===== src/hdl/hopa_pkg.sv =====
`default_nettype none
package hopa_pkg;

	localparam int MAX_CELLS    = 64;
	localparam int MAX_PATTERNS = 256;

	localparam int CELL_W  = $clog2(MAX_CELLS);
	localparam int ADDR_W  = 2 * CELL_W;
	localparam int DEPTH   = MAX_CELLS * MAX_CELLS;
	localparam int NCELL_W = 7;
	localparam int W_W     = 10;
	localparam int PC_W    = 9;
	localparam int PIX_W   = 8;
	localparam int REQ_W   = 2;
	localparam int IDX_W   = 6;

	localparam logic [REQ_W-1:0] REQ_SPIN  = 2'd0;
	localparam logic [REQ_W-1:0] REQ_CLEAR = 2'd1;
	localparam logic [REQ_W-1:0] REQ_READ  = 2'd2;

	typedef struct packed {
		logic spin_start;
		logic clear;
		logic rd_start;
		logic spin_issue;
		logic rd_issue;
		logic out_load;
	} cmd_t;

	typedef struct packed {
		logic spin_ok;
		logic j_last;
		logic out_free;
	} status_t;

endpackage
`default_nettype wire


===== src/hdl/hopa_ctrl.sv =====
`default_nettype none
module hopa_ctrl
	import hopa_pkg::*;
(
	input  wire logic             clk,
	input  wire logic             arst_n,
	input  wire logic             in_valid,
	input  wire logic [REQ_W-1:0] in_req_type,
	output logic                  in_ready,
	input  wire status_t          status,
	output cmd_t                  cmd
);

	localparam logic [1:0] ST_IDLE    = 2'd0;
	localparam logic [1:0] ST_SPIN    = 2'd1;
	localparam logic [1:0] ST_RD      = 2'd2;
	localparam logic [1:0] ST_RD_DATA = 2'd3;

	logic [1:0] state_q;
	logic [1:0] state_d;
	logic       acc;

	assign in_ready = (state_q == ST_IDLE);
	assign acc      = in_valid && in_ready;

	always_comb begin
		state_d = state_q;
		cmd     = '0;
		unique case (state_q)
			ST_IDLE: begin
				if (acc) begin
					unique case (in_req_type)
						REQ_SPIN: begin
							if (status.spin_ok) begin
								cmd.spin_start = 1'b1;
								state_d        = ST_SPIN;
							end
						end
						REQ_CLEAR: cmd.clear = 1'b1;
						REQ_READ: begin
							cmd.rd_start = 1'b1;
							state_d      = ST_RD;
						end
						default: ;
					endcase
				end
			end
			ST_SPIN: begin
				cmd.spin_issue = 1'b1;
				if (status.j_last) state_d = ST_IDLE;
			end
			ST_RD: begin
				cmd.rd_issue = 1'b1;
				state_d      = ST_RD_DATA;
			end
			ST_RD_DATA: begin
				if (status.out_free) begin
					cmd.out_load = 1'b1;
					state_d      = ST_IDLE;
				end
			end
			default: state_d = ST_IDLE;
		endcase
	end

	always_ff @(posedge clk or negedge arst_n) begin
		if (!arst_n) state_q <= ST_IDLE;
		else state_q <= state_d;
	end

endmodule
`default_nettype wire


===== config.mk =====
export PLATFORM = sky130hd
export DESIGN_NAME = hopa_ctrl
export DESIGN_NICKNAME = d
export VERILOG_FILES = /design/src/hdl/hopa_pkg.sv /design/src/hdl/hopa_ctrl.sv
export SDC_FILE = /design/constraint.sdc
export NUM_CORES = 1
export LEC_CHECK = 0
export BUFFER_PORTS_ARGS = -buffer_cell sky130_fd_sc_hd__buf_2
export CAP_MARGIN = 20
export CORE_AREA = 2 2 39 41
export CTS_BUF_LIST = sky130_fd_sc_hd__clkbuf_4 sky130_fd_sc_hd__clkbuf_8 sky130_fd_sc_hd__clkbuf_16
export CTS_CLUSTER_DIAMETER = 60
export DETAILED_ROUTE_END_ITERATION = 10
export DIE_AREA = 0 0 41 43
export GPL_TIMING_DRIVEN = 0
export SYNTH_ARGS = -nofsm -noshare
export SYNTH_HDL_FRONTEND = slang
export SYNTH_SLANG_ARGS = --single-unit

===== constraint.sdc =====
create_clock -name clk -period 1.1 [get_ports clk]
set_input_delay 0.11 -clock clk [delete_from_list [all_inputs] [get_ports clk]]
set_output_delay 0.11 -clock clk [all_outputs]
set_load 0.05 [all_outputs]

==> results of run 1 <==
final cells by class:
cell class | instances | share of cell area [%]
clock buffers | 3 | 4.99
flip-flops and latches | 2 | 11.6
repair buffers | 26 | 49.9
multi-input cells | 12 | 29.1
well taps | 16 | 4.43
critical path: cells and delay by family (launching register included):
kind | cells | cell delay (ps)
buffers and inverters | 2 | 340
DFF | 1 | 450
and+or+nand+nor | 1 | 170
worst min path at each step:
stage / from / to / depth (start not counted)
after floorplan: arst_n / state_q[0] / 0
after CTS: status[1] / state_q[0] / 2
after global placement: arst_n / state_q[0] / 1
final: status[1] / state_q[0] / 2
after global routing: status[1] / state_q[0] / 2
after detailed placement: arst_n / state_q[1] / 1
routing by layer:
metal	vias up	routed length [microns]	part of all wire (%)
met2	15	368	49
met3	0	109	14
met1	113	278	37
met4	0	0	0
li1	114	-	-
met5	-	0	0
logic make-up (layout without fill, tap and decap cells):
| kind of cell | after synthesis | in the layout | share of synthesized area (%) |
|---|---|---|---|
| buf+inv | 0 | 29 | 0 |
| simple gates | 10 | 10 | 47.8 |
| flops | 2 | 2 | 35.4 |
| compound gates | 2 | 2 | 16.8 |
synth_stat cells:
| cell | number |
|---|---|
| dfrtp_1 | 2 |
| nor3_1 | 2 |
| a221oi_2 | 1 |
| and3_1 | 1 |
| and4b_1 | 1 |
| nand2_1 | 1 |
| nand3b_1 | 1 |
| nand4bb_1 | 1 |
| nor2_1 | 1 |
| nor2b_1 | 1 |
| nor2b_2 | 1 |
| o2bb2ai_1 | 1 |
report_power, final:
part           switching [W]  internal (W)
Clock              0.0000472      0.000121
Combinational       0.000500      0.000570
Sequential         0.0000889      0.000117
timing repair:
item | 4_1_cts | 5_1_grt
setup endpoints to repair | 7 | 8
gates resized for setup | 18 | 3
pin swaps | 2 | 2
setup buffers | 6 | 5
hold endpoints to repair | 2 | 0
hold buffers | 1 | 0
through the flow:
step	hold slack (ps)	instance area, sq um	setup TNS (ps)	worst slack, ps	instances
final	66.3	452	-1270	-205	59
after global routing	69.1	452	-1650	-251	59
after CTS	51.2	400	-808	-195	54
after detailed placement	-103	264	-105	-105	44
after global placement	-103	264	-102	-102	44
after floorplan	-186	174	-523	-212	14
==> out/results.ini, run 1 <==
[status]
status=complete, but fails checks
violations=negative setup slack

[routing]
wl_microns=756
wl_per_cell_microns=12.8
drc=0
via_per_inst=4.10
drt_iter0_markers=2
route.antenna.remaining_nets=0
firstDrtPassIters=2
via_count=242

[pwr]
leakage_nw=0.210
power_w=0.00144
worst_ir_drop_vdd_mv=0.929
power_density_mw_per_mm2=3200

[global_route]
met2_usage_pct=12.5
grt_use_total_pct=9.94
grt_pass1_vias=220
grt_pass1_wl_microns=1060
grt.overflow.total=0
antenna_found_initial=0
grt_max_degree=8
met1_usage_pct=10.6
busiest_layer=met2
grt_use_met3_pct=7.33

[floorplan]
rows=14
die_y_microns=43
core_area_sq_mm=0.00138
chipWidth_microns=41
io_pins=15
die_area_sq_mm=0.00176
initial_core_util_pct=10.2

[logic_synthesis]
synthTopCellsByArea=dfrtp_1 35%, a221oi_2 11%, nand4bb_1 8.0%
synth_top_area_share_pct=35.4
ys_warn_count=0
synth.distinct_cells=12
syn_inst=14
syn_avg_cell_area_sq_um=10.1
ys_seq_elements=2
yosysTopAreaCell=dfrtp_1
synthesis.nets=22
synth_area_sq_um=141
ys_seq_area_share_pct=35.4

[setup_path]
critPathKind=flip-flop to output port
ff2ff_path_depth=5
slowest_delay_ps=450
cp.arrival_ps=1190
reg2reg_to=state_q[0]
crit_fanout=7
startpoint_type=flip-flop
r2r_start=state_q[0]
cp.required_ps=990
crit_path_end=cmd[3]
regToRegSetupSlack_ps=-70
crit_path_end_kind=output port
crit_slowest_cell=dfrtp_2
path_cells=buf_4 > nor3_4 > buf_6
cp-startpoint=state_q[0]

[finish]
drive_gt1_share_pct=88.4
n_antenna_cell=0
top_register=state_q
seq_area_sq_um=52.6
fillers=147
postLayoutCoreUtil_pct=32.6
multi_input_area_sq_um=131
layout_common_cells=10 x buf_4, 7 x buf_2, 4 x buf_8, 4 x buf_6, 3 x clkbuf_4
largest_reg_flops=2
top_regs=state_q x2
final_common_cell=buf_4
num-nets-final=53
syn_to_final_growth_pct=219

[timing]
period_needed_ps=1300
hold_viol_final=0
slew_headroom_pct=87.1
max_freq_mhz=766
worst_slew_pin_slew_ps=194
drv_slew=0
rsz0062_at_grt=yes
fin_ws_ps=-205
setup_violations=8
skew_ps=1.95
finalCritPeriodShare_pct=119

[clocking]
cts_buffer_depth=2
clk_latency_ps=230
h-tree-depth=1
path_clk_slew_ps=30
root_buffer=clkbuf_4
cts_sinks=2
cts_tree=done
cts_buffers=3

[place]
port_buffers=14
gp_congestion=0.636
hpwl_microns=408

[worst_hold_path]
min_path_type=input port to flip-flop

[job]
drv_cap=0

No activity file was read; power rests on OpenSTA's default activity.
==> run 2, diff against run 1 <==
Settings changed: SETUP_SLACK_MARGIN set to 0.3.
==> out/results.ini, run 2 (same netlist as run 1, synthesis figures left out) <==
[status]
status=complete, but fails checks
violations=negative setup slack

[setup_path]
cp.arrival_ps=1180
cp.required_ps=990
critPathKind=flip-flop to output port
crit_path_end_kind=output port
regToRegSetupSlack_ps=50
crit_fanout=5
startpoint_type=flip-flop

[routing]
wl_microns=669
route.antenna.remaining_nets=0
wl_per_cell_microns=11.9
via_count=222
via_per_inst=3.96
drt_iter0_markers=0
firstDrtPassIters=1
drc=0

[timing]
fin_tns_setup_ps=-1060
worst_slew_pin_slew_ps=218
period_needed_ps=1290
setup_violations=7
max_freq_mhz=778
hold_ws_ps=66.7
fin_ws_ps=-186
skew_ps=3.72
drv_slew=0
rsz0062_at_grt=yes
finalCritPeriodShare_pct=117
hold_viol_final=0
slew_headroom_pct=85.4

[pwr]
p_sw_w=0.000625
p_int_w=0.000746
seq_power_share_pct=13.5
comb_power_share_pct=73.9
power_density_mw_per_mm2=3150
switching_share_pct=45.6
power_w=0.00137
leakage_nw=0.194
worst_ir_drop_vdd_mv=0.763
clkPwrFrac_pct=12.6

[floorplan]
chipWidth_microns=41
die_area_sq_mm=0.00176
initial_core_util_pct=10.2
die_y_microns=43
core_area_sq_mm=0.00138
io_pins=15
rows=14

[global_route]
grt_pass1_wl_microns=972
grt_max_degree=6
grt.overflow.total=0
grt_use_total_pct=9.63
antenna_found_initial=0
grt_pass1_vias=229

[place]
placed_cell_area_sq_um=264
gp_congestion=0.619
hpwl_microns=406
port_buffers=14

[finish]
top_regs=state_q x2
top_register=state_q
layout_common_cells=7 x buf_2, 6 x buf_6, 6 x buf_4
num-nets-final=50
n_antenna_cell=0
final_common_cell=buf_2
largest_reg_flops=2
final_area_sq_um=435
drive_gt1_share_pct=87.5
fillers=151
syn_to_final_growth_pct=208

[worst_hold_path]
min_path_type=input port to flip-flop

[clocking]
cts_buffer_depth=2
path_clk_slew_ps=40
clk_latency_ps=230
root_buffer=clkbuf_4
h-tree-depth=1
cts_buffers=3
cts_sinks=2
cts_tree=done

[job]
drv_cap=0

-- run 2: changes by cell type in the layout (fill, tap and decap cells not counted) --
cell | before | now
buf_4 | 10 | 6
buf_6 | 4 | 6
buf_8 | 4 | 3
nor3_2 | 1 | 0
nor3_4 | 1 | 2
-- run 2: final timing paths --
| check | from | endpoint | cells after the start |
|---|---|---|---|
| hold / removal | status[1] | state_q[0] | 2 |
| max in group asynchronous | arst_n | state_q[1] | 2 |
| setup reg to reg | state_q[0] | state_q[0] | 3 |
| hold reg to reg | state_q[0] | state_q[1] | 2 |
| min in group asynchronous | arst_n | state_q[0] | 2 |
| setup / recovery | state_q[1] | cmd[5] | 3 |
-- run 2: metal layers --
| metal | vias to the layer above | routed length [microns] | global-route usage (%) |
|---|---|---|---|
| met5 | - | 0 | 0 |
| met4 | 0 | 0 | 8.00 |
| met3 | 0 | 90 | 6.81 |
| met2 | 15 | 307 | 12.8 |
| met1 | 98 | 271 | 9.62 |
| li1 | 109 | - | - |
-- run 2: power by group through the flow --
| stage | Combinational [W] | Clock [W] | Sequential, W |
|---|---|---|---|
| finish | 0.00101 | 0.000172 | 0.000186 |
| global placement | 0.000526 | 0 | 0.000221 |
| CTS | 0.000908 | 0.000173 | 0.000177 |
| detailed placement | 0.000531 | 0 | 0.000222 |
| global route | 0.00107 | 0.000191 | 0.000193 |
| floorplan | 0.000434 | 0 | 0.000206 |
-- run 2: what timing repair did --
| action | 4_1_cts | 5_1_grt |
|---|---|---|
| endpoints found under the setup margin | 8 | 9 |
| hold endpoints to repair | 2 | 0 |
| hold buffers | 1 | 0 |
| buffers inserted | 6 | 2 |
| gates resized for setup | 19 | 3 |
| pin swaps | 2 | 2 |
-- run 2: critical path, stage by stage (launching register included) --
cell and delay (ps):
dfrtp_2 450, buf_4 160, nor3_4 170, buf_6 180
-- run 2: final cells by class --
cell class	count	area [sq um]	area share [%]
Multi-Input combinational cell	12	138	31.6
Tap cell	16	20.0	4.60
Clock buffer	3	22.5	5.17
Sequential cell	2	52.6	12.1
Timing Repair Buffer	23	203	46.6
-- run 2: stage by stage --
step,cells,util [%],setup slack [ps]
detailed placement,44,19.1,-103
finish,56,31.5,-186
global route,56,31.5,-225
CTS,54,29.4,-180
global placement,44,19.1,-102
floorplan,14,-,-212
==> run 3, diff against run 2 <==
Clock period 1.1 ns to 1.57 ns, I/O delays scaled along.
==> out/results.ini, run 3 (same netlist as run 1, synthesis figures left out) <==
[global_route]
grt.overflow.total=0
antenna_found_initial=0
grt_pass1_vias=185
grt_pass1_wl_microns=669
grt_use_total_pct=6.12
grt_max_degree=8

[pwr]
power_density_mw_per_mm2=2090
leakage_nw=0.157
worst_ir_drop_vdd_mv=0.656

[routing]
route.antenna.remaining_nets=0
via_per_inst=3.94
via_count=201
drc=0
wl_per_cell_microns=9.67
firstDrtPassIters=1
drt_iter0_markers=0
wl_microns=493

[timing]
skew_ps=0.375
rsz0062_at_grt=yes
fin_tns_setup_ps=0
finalCritPeriodShare_pct=86.7
hold_ws_ps=115
worst_slew_pin_slew_ps=252
hold_viol_final=0
period_needed_ps=1360
drv_slew=0
setup_violations=0
max_freq_mhz=735
slew_headroom_pct=83.3

[finish]
top_register=state_q
syn_to_final_growth_pct=150
n_antenna_cell=0
largest_reg_flops=2
top_regs=state_q x2
final_common_cell=buf_2
final_cells=51
drive_gt1_share_pct=82.9
layout_common_cells=8 x buf_2, 5 x buf_6, 3 x clkbuf_4, 3 x buf_4
num-nets-final=45

[status]
status=finished, final reports clean

[setup_path]
crit_path_end_kind=output port
path_cells=nor2_4 > and4b_4 > buf_8
crit_slowest_cell=dfrtp_2
crit_fanout=7
critPathKind=flip-flop to output port
cp.arrival_ps=1200
startpoint_type=flip-flop
slowest_delay_ps=450
cp.required_ps=1410

[clocking]
cts_tree=done
cts_buffers=3
path_clk_slew_ps=30
h-tree-depth=1
clk_latency_ps=230
cts_sinks=2
root_buffer=clkbuf_4
cts_buffer_depth=2

[worst_hold_path]
min_path_type=input port to flip-flop

[place]
gp_congestion=0.619
port_buffers=14
place_inst=44

[floorplan]
die_y_microns=43
rows=14
chipWidth_microns=41
die_area_sq_mm=0.00176
initial_core_util_pct=10.2
io_pins=15
core_area_sq_mm=0.00138

[job]
drv_cap=0

[run 3: changes by cell type in the layout (fill, tap and decap cells not counted), sizes merged]
cell  change
buf       -5
[run 3: report_power, final]
part	internal [W]	switching [W]	leakage (nW)
registers	0.0000821	0.0000606	0.0224
clock network	0.0000845	0.0000317	0.0138
logic	0.000204	0.000276	0.120
[run 3: per-stage QoR]
stage          util [%]  power (W)  instance area (sq um)  setup slack, ps
6_report           25.6   0.000739                    354              209
4_1_cts            24.5   0.000714                    339              220
3_5_place_dp       18.4   0.000502                    255              296
2_1_floorplan         -   0.000425                    165              203
3_3_place_gp       18.4   0.000499                    255              300
5_1_grt            25.6   0.000789                    354              160
[run 3: path summary, 6_finish.rpt]
path | startpoint | endpoint | slack (ps) | cells after the start
max | state_q[1] | cmd[4] | 210 | 3
min | status[1] | state_q[0] | 120 | 2
max reg2reg | state_q[1] | state_q[0] | 510 | 4
min reg2reg | state_q[1] | state_q[1] | 610 | 1
max in group asynchronous | arst_n | state_q[0] | 1220 | 2
min in group asynchronous | arst_n | state_q[1] | 240 | 2
[run 3: repair_timing]
action,in CTS,in global routing
buffers inserted,2,1
gates resized for setup,13,2
hold buffers,1,0
endpoints found under the hold margin,2,0
endpoints found under the setup margin,7,7
pin swaps,2,3
[run 3: cell type report]
class,count,area [sq um]
flip-flops and latches,2,52.6
well taps,16,20.0
clock buffers,3,22.5
repair buffers,18,144
multi-input cells,12,115
fillers,158,1030
[run 3: worst max-delay path: cells and delay by family, from the launching register on]
family / cells / cell delay, ps
DFF: 1 / 450
buffers and inverters: 1 / 140
and+or+nand+nor: 2 / 380
[run 3: layer usage]
layer  up-vias  global-route usage, %  wire length (microns)  share of wire, %
met5         -                      0                      0                 0
met4         0                   8.00                     17               3.4
met3         2                   1.57                     42               8.5
met2        10                   7.19                    235                48
met1        89                   7.40                    197                40
li1        100                      -                      -                 -
